===== src/rtl/core/lpfd_pkg.sv =====
// Package with section codes, header sizes and shared types of the deframer.
package lpfd_pkg;

    localparam int SEC_W = 3;
    localparam int LEN_W = 32;

    localparam logic [SEC_W-1:0] SEC_TOPIC_LEN = 3'd0;
    localparam logic [SEC_W-1:0] SEC_TOPIC     = 3'd1;
    localparam logic [SEC_W-1:0] SEC_NAME_LEN  = 3'd2;
    localparam logic [SEC_W-1:0] SEC_NAME      = 3'd3;
    localparam logic [SEC_W-1:0] SEC_DATA_LEN  = 3'd4;
    localparam logic [SEC_W-1:0] SEC_DATA      = 3'd5;

    localparam int SHORT_HDR_BYTES = 2;
    localparam int LONG_HDR_BYTES  = 4;

    // Index of the final byte within each header kind.
    localparam logic [1:0] SHORT_HDR_LAST = 2'(SHORT_HDR_BYTES - 1);
    localparam logic [1:0] LONG_HDR_LAST  = 2'(LONG_HDR_BYTES - 1);

    // Widths of the output tuser and tdata words and bit positions inside tuser.
    localparam int TUSER_W        = 4;
    localparam int TUSER_SEC_LAST = 3;
    localparam int TDATA_W        = 40;

    typedef struct packed {
        logic [SEC_W-1:0] section;
        logic             section_last;
        logic             frame_end;
        logic [LEN_W-1:0] length_value;
    } t_step_result;

endpackage


===== src/rtl/core/lpfd_section_fsm.sv =====
// Section tracker: holds the frame parsing state and tags one byte per enable.
module lpfd_section_fsm (
    input  logic                 i_clk,
    input  logic                 i_rst_n,
    input  logic                 i_step,
    input  logic [7:0]           i_byte,
    output lpfd_pkg::t_step_result o_result
);
    import lpfd_pkg::*;

    logic [SEC_W-1:0] r_section, n_section;
    logic [1:0]       r_hdr_idx, n_hdr_idx;
    logic [LEN_W-1:0] r_acc, n_acc;
    logic [LEN_W-1:0] r_remaining, n_remaining;

    logic [SEC_W-1:0] sec;
    logic             is_hdr;
    logic             hdr_last;
    logic [LEN_W-1:0] acc;

    always_comb begin
        // Codes past the data section fall back to the topic length header.
        sec = (r_section > SEC_DATA) ? SEC_TOPIC_LEN : r_section;
        is_hdr = (sec == SEC_TOPIC_LEN) || (sec == SEC_NAME_LEN) || (sec == SEC_DATA_LEN);
        hdr_last = (sec == SEC_DATA_LEN) ? (r_hdr_idx >= LONG_HDR_LAST)
                                         : (r_hdr_idx >= SHORT_HDR_LAST);
        acc = {r_acc[LEN_W-9:0], i_byte};

        n_section   = sec;
        n_hdr_idx   = r_hdr_idx;
        n_acc       = r_acc;
        n_remaining = r_remaining;
        o_result.section      = sec;
        o_result.section_last = 1'b0;
        o_result.frame_end    = 1'b0;
        o_result.length_value = '0;

        if (is_hdr) begin
            if (hdr_last) begin
                o_result.section_last = 1'b1;
                o_result.length_value = acc;
                n_hdr_idx = '0;
                n_acc     = '0;
                if (acc == '0) begin
                    // An empty body is skipped; an empty data body closes the frame.
                    n_remaining = '0;
                    if (sec == SEC_DATA_LEN) begin
                        o_result.frame_end = 1'b1;
                        n_section = SEC_TOPIC_LEN;
                    end else begin
                        n_section = sec + SEC_W'(2);
                    end
                end else begin
                    n_remaining = acc;
                    n_section   = sec + SEC_W'(1);
                end
            end else begin
                n_hdr_idx = r_hdr_idx + 2'd1;
                n_acc     = acc;
            end
        end else begin
            if (r_remaining <= LEN_W'(1)) begin
                o_result.section_last = 1'b1;
                n_remaining = '0;
                n_hdr_idx   = '0;
                n_acc       = '0;
                if (sec == SEC_DATA) begin
                    o_result.frame_end = 1'b1;
                    n_section = SEC_TOPIC_LEN;
                end else begin
                    n_section = sec + SEC_W'(1);
                end
            end else begin
                n_remaining = r_remaining - LEN_W'(1);
            end
        end
    end

    always_ff @(posedge i_clk) begin
        if (!i_rst_n) begin
            r_section   <= SEC_TOPIC_LEN;
            r_hdr_idx   <= '0;
            r_acc       <= '0;
            r_remaining <= '0;
        end else if (i_step) begin
            r_section   <= n_section;
            r_hdr_idx   <= n_hdr_idx;
            r_acc       <= n_acc;
            r_remaining <= n_remaining;
        end
    end

endmodule


===== src/rtl/core/length_prefixed_frame_deframer_core.sv =====
// Length-prefixed frame deframer: tags each byte of a received stream with its section.
// Each frame carries a 2-byte topic length, the topic, a 2-byte name length, the name,
// a 4-byte data length and the data, all lengths big-endian. One byte is taken per cycle
// unless the output stalls with the input register full. The byte is held in an input
// register, then the section tracker updates its state and fills the result register.
// A stalled output holds the result while one more byte may wait in the
// input register. tlast marks the last byte of a frame, tuser carries the section code
// and a section-last flag, and the upper tdata bits carry the decoded length on the last
// byte of each length header (zero elsewhere).
module length_prefixed_frame_deframer_core (
    input  logic                         i_clk,
    input  logic                         i_rst_n,
    input  logic                         s_axis_tvalid,
    output logic                         s_axis_tready,
    input  logic [7:0]                   s_axis_tdata,   // [7:0] rx_byte
    output logic                         m_axis_tvalid,
    input  logic                         m_axis_tready,
    output logic [lpfd_pkg::TDATA_W-1:0] m_axis_tdata,   // [7:0] out_byte, [39:8] length_value
    output logic                         m_axis_tlast,   // frame_end
    output logic [lpfd_pkg::TUSER_W-1:0] m_axis_tuser    // [2:0] section, [3] section_last
);
    import lpfd_pkg::*;

    logic         r_in_valid;
    logic [7:0]   r_in_byte;
    logic         r_out_valid;
    logic [7:0]   r_out_byte;
    t_step_result r_out_res;

    logic         advance;
    logic         step;
    t_step_result res;

    // The result register can take a new request when empty or being drained.
    assign advance       = !r_out_valid || m_axis_tready;
    assign step          = r_in_valid && advance;
    assign s_axis_tready = !r_in_valid || advance;

    lpfd_section_fsm u_fsm (
        .i_clk    (i_clk),
        .i_rst_n  (i_rst_n),
        .i_step   (step),
        .i_byte   (r_in_byte),
        .o_result (res)
    );

    always_ff @(posedge i_clk) begin
        if (!i_rst_n) begin
            r_in_valid  <= 1'b0;
            r_out_valid <= 1'b0;
        end else begin
            if (s_axis_tready) begin
                r_in_valid <= s_axis_tvalid;
            end
            if (advance) begin
                r_out_valid <= r_in_valid;
            end
        end
    end

    always_ff @(posedge i_clk) begin
        if (s_axis_tvalid && s_axis_tready) begin
            r_in_byte <= s_axis_tdata;
        end
        if (step) begin
            r_out_byte <= r_in_byte;
            r_out_res  <= res;
        end
    end

    assign m_axis_tvalid = r_out_valid;
    assign m_axis_tdata  = {r_out_res.length_value, r_out_byte};
    assign m_axis_tlast  = r_out_res.frame_end;
    assign m_axis_tuser  = {r_out_res.section_last, r_out_res.section};

endmodule


===== config.mk =====
export PLATFORM = sky130hd
export DESIGN_NAME = length_prefixed_frame_deframer_core
export DESIGN_NICKNAME = d
export VERILOG_FILES = /design/src/rtl/core/lpfd_pkg.sv /design/src/rtl/core/lpfd_section_fsm.sv /design/src/rtl/core/length_prefixed_frame_deframer_core.sv
export SDC_FILE = /design/constraint.sdc
export NUM_CORES = 1
export LEC_CHECK = 0
export ABC_AREA = 1
export BUFFER_PORTS_ARGS = -buffer_cell sky130_fd_sc_hd__buf_4
export CAP_MARGIN = 40
export CORE_MARGIN = 3
export CORE_UTILIZATION = 60
export CTS_CLUSTER_SIZE = 14
export DETAILED_ROUTE_END_ITERATION = 16
export PLACE_DENSITY_LB_ADDON = 0.25
export SLEW_MARGIN = 20
export SYNTH_ARGS = -nofsm -noshare
export SYNTH_HDL_FRONTEND = slang
export SYNTH_SLANG_ARGS = --single-unit

===== constraint.sdc =====
create_clock -name i_clk -period 4.32 [get_ports i_clk]
set_input_delay 0.648 -clock i_clk [delete_from_list [all_inputs] [get_ports i_clk]]
set_output_delay 0.648 -clock i_clk [all_outputs]
set_load 0.02 [all_outputs]

==> impl_metrics.csv <==
group,metric,value,unit
global_routing,grt_max_degree,59,
layout,stdcell_area,6500,µm²
timing,tns,0,ps
floorplan,dieHeight,102,µm
yosys,synth_cell_type_count,36,
layout,final_util,0.734,
timing,finalCritPeriodShare,0.551,
global_routing,antenna_found_initial,0,
placed_design,dp_hpwl,9260,µm
power,p_leak,0.00285,µW
global_routing,grt_usage,0.275,
hold_path,min_path_type,"input port to flop",
global_routing,grt_pass1_vias,4587,
power,powerDensity,498,nW/µm²
placed_design,place_congestion,0.882,
layout,syn_to_final_growth,17.3,%
timing,holdWs,311,ps
critical_path,crit_path_start_kind,"flop",
placed_design,port-buffer-count,58,
floorplan,die-area,10400,µm²
timing,grt_setup_unrepaired,"no",
routing,wl_per_cell,16.1,µm
floorplan,start_util,0.626,
timing,timing.slew.headroom,0.479,
clock_network,tritoncts,"yes",
clock_network,htree_num_levels,4,
clock_network,cts-root-buf,"clkbuf_8",
routing,dr.pass1.iters,5,
placed_design,placed_area,5980,µm²
yosys,synth_edf_count,53,
clock_network,cts_buffers,17,
layout,drive_above_1_share,0.152,
clock_network,cts.reportedPaths.clkPinSlew,60,ps
critical_path,cp-end-kind,"flop",
floorplan,core-area,8850,µm²
global_routing,grt_pass1_wl,22200,µm
routing,wirelength,13700,µm
timing,final_hold_viol_count,0,
layout,fillerInstances,667,
routing,drt-initial-drc-count,422,
yosys,netlist_area,5540,µm²
clock_network,cts.sinks,116,
floorplan,ios,59,
timing,final-setup-viol-count,0,
yosys,synthArstFlopShare,0,
yosys,syn_inst,681,
floorplan,die_w,102,µm
routing,antenna_left,0,
critical_path,arrival,2730,ps
timing,tightest_slew,781,ps
yosys,syn_nets,698,
layout,num_antenna_cells,0,
critical_path,worst-path-max-fanout,50,
yosys,synthFlopType,"dfxtp_1",
clock_network,clockBufferDepth,2,
power,power.total,3230,µW
timing,fmax,420,MHz
timing,maxSlewViolCount,0,
clock_network,ctsHoldBuffers,0,
layout,fin_nets,749,
clock_network,post_cts_buffers,0,
run,maxCapViolCount,0,
yosys,ys_seq_area_frac,0.515,
critical_path,worstPathRequired,4670,ps
clock_network,insertion_delay,510,ps
yosys,synth.avg_cell_area,8.14,µm²
floorplan,placementRows,34,
timing,finalClockSkew,11.0,ps
yosys,yosys_warnings,0,
timing,final.min_clock_period,2380,ps
critical_path,crit_type,"flop to flop",
power,ir_worst_vdd,0.328,mV
yosys,ys_ff_latch,116,
routing,route.detailed.drc,0,
status,status,"finished, final reports clean",
routing,num_vias,4923,
global_routing,grt-ovfl-total,0,
clock_network,ctsResizeCount,0,
routing,via_per_inst,5.77,
[worst paths after layout]
kind | slack (ps) | cells after the start | startpoint | endpoint
max | 1940 | 10 | u_fsm.r_section[2]$_SDFFE_PN0P_ | u_fsm.r_remaining[20]$_SDFFE_PN0P_
min | 310 | 1 | s_axis_tdata[3] | r_in_byte[3]$_DFFE_PP_
max reg2reg | 1940 | 10 | u_fsm.r_section[2]$_SDFFE_PN0P_ | u_fsm.r_remaining[20]$_SDFFE_PN0P_
min reg2reg | 510 | 2 | m_axis_tvalid$_SDFFE_PN0P_ | m_axis_tvalid$_SDFFE_PN0P_
[worst max-delay path, stage by stage (launching register included)]
cell     delay [ps]
dfxtp_1         400
nand2_2         150
nor2_4          150
nand2_1         100
o21ai_2          60
buf_4           320
nand2_4         140
nand2_4         170
inv_2           320
o21ai_0         320
a31oi_1          80
[where the power goes]
group / total [µW] / internal, µW / switching (µW)
registers: 1300 / 1230 / 69.9
clock network: 1230 / 754 / 477
logic: 703 / 233 / 469
[flip-flops by register name, summed over array words and instances (netlist names), 2 cells and up]
signal / flops
u_fsm.r_hdr_idx: 2
r_out_byte: 8
m_axis_tuser: 4
r_in_byte: 8
u_fsm.r_acc: 24
m_axis_tdata: 32
u_fsm.r_remaining: 32
u_fsm.r_section: 3
[final cells by class]
type | count | area [µm²] | share of cell area
inverter | 55 | 208 | 0.0320
timing repair buffer | 61 | 458 | 0.0705
tap | 108 | 135 | 0.0208
multi-input combinational | 481 | 2320 | 0.357
clock buffer | 21 | 429 | 0.0661
clock inverter | 11 | 91.3 | 0.0141
sequential | 116 | 2850 | 0.439
[layout by cell type (no fill, tap or decap), drive strengths merged]
master / count
nor2: 146
nand2: 132
dfxtp: 63
o21ai: 62
buf: 61
a21oi: 58
inv: 54
edfxtp: 53
nand3: 23
clkbuf: 21
a31oi: 17
xor2: 13
clkinv: 8
xnor2: 7
nand4: 6
ha: 5
or2: 3
clkinvlp: 3
a21o: 2
nor3: 2
and2: 1
o32ai: 1
o21bai: 1
a21boi: 1
o21a: 1
bufinv: 1
[per-layer routing]
metal  wire length (µm)  vias up  track usage
li1                   -     2349            -
met1               5830     2286        0.381
met2               6420      259        0.434
met3               1190       29       0.0532
met4                288        0       0.0979
met5                  0        -            0
[cells in the mapped netlist (2+ instances only)]
| cell type | number | area (µm²) |
|---|---|---|
| a21o_1 | 2 | 15.0 |
| xnor2_1 | 7 | 61.3 |
| nor2_2 | 3 | 18.8 |
| ha_1 | 5 | 62.6 |
| nand2_1 | 124 | 465 |
| nand2_2 | 4 | 25.0 |
| a21oi_1 | 57 | 285 |
| a31oi_1 | 17 | 106 |
| clkbuf_1 | 7 | 26.3 |
| or2_2 | 3 | 18.8 |
| nand4_1 | 6 | 37.5 |
| buf_6 | 4 | 45.0 |
| inv_1 | 53 | 199 |
| nand3_1 | 22 | 110 |
| dfxtp_1 | 63 | 1260 |
| buf_1 | 3 | 11.3 |
| nor3_1 | 2 | 10.0 |
| xor2_1 | 13 | 114 |
| nor2_1 | 140 | 526 |
| nand2_4 | 4 | 45.0 |
| o21ai_0 | 32 | 160 |
| edfxtp_1 | 53 | 1590 |
| buf_2 | 14 | 70.1 |
| o21ai_1 | 29 | 145 |
| nor2_4 | 3 | 33.8 |
[stage by stage]
step	worst slack, ps	instances
after floorplan	1750	681
after global placement	2120	821
after detailed placement	2050	821
after CTS	1980	853
after global routing	1780	853
final	1940	853
[logic make-up after synthesis]
family          count (synthesis)  share of synthesized area
simple gates                  313                      0.238
compound gates                143                      0.139
flops                         116                      0.515
buf+inv                        84                     0.0659
xor+xnor                       20                     0.0316
fa+ha+maj                       5                     0.0113
Power figures use the tool's default switching activity.
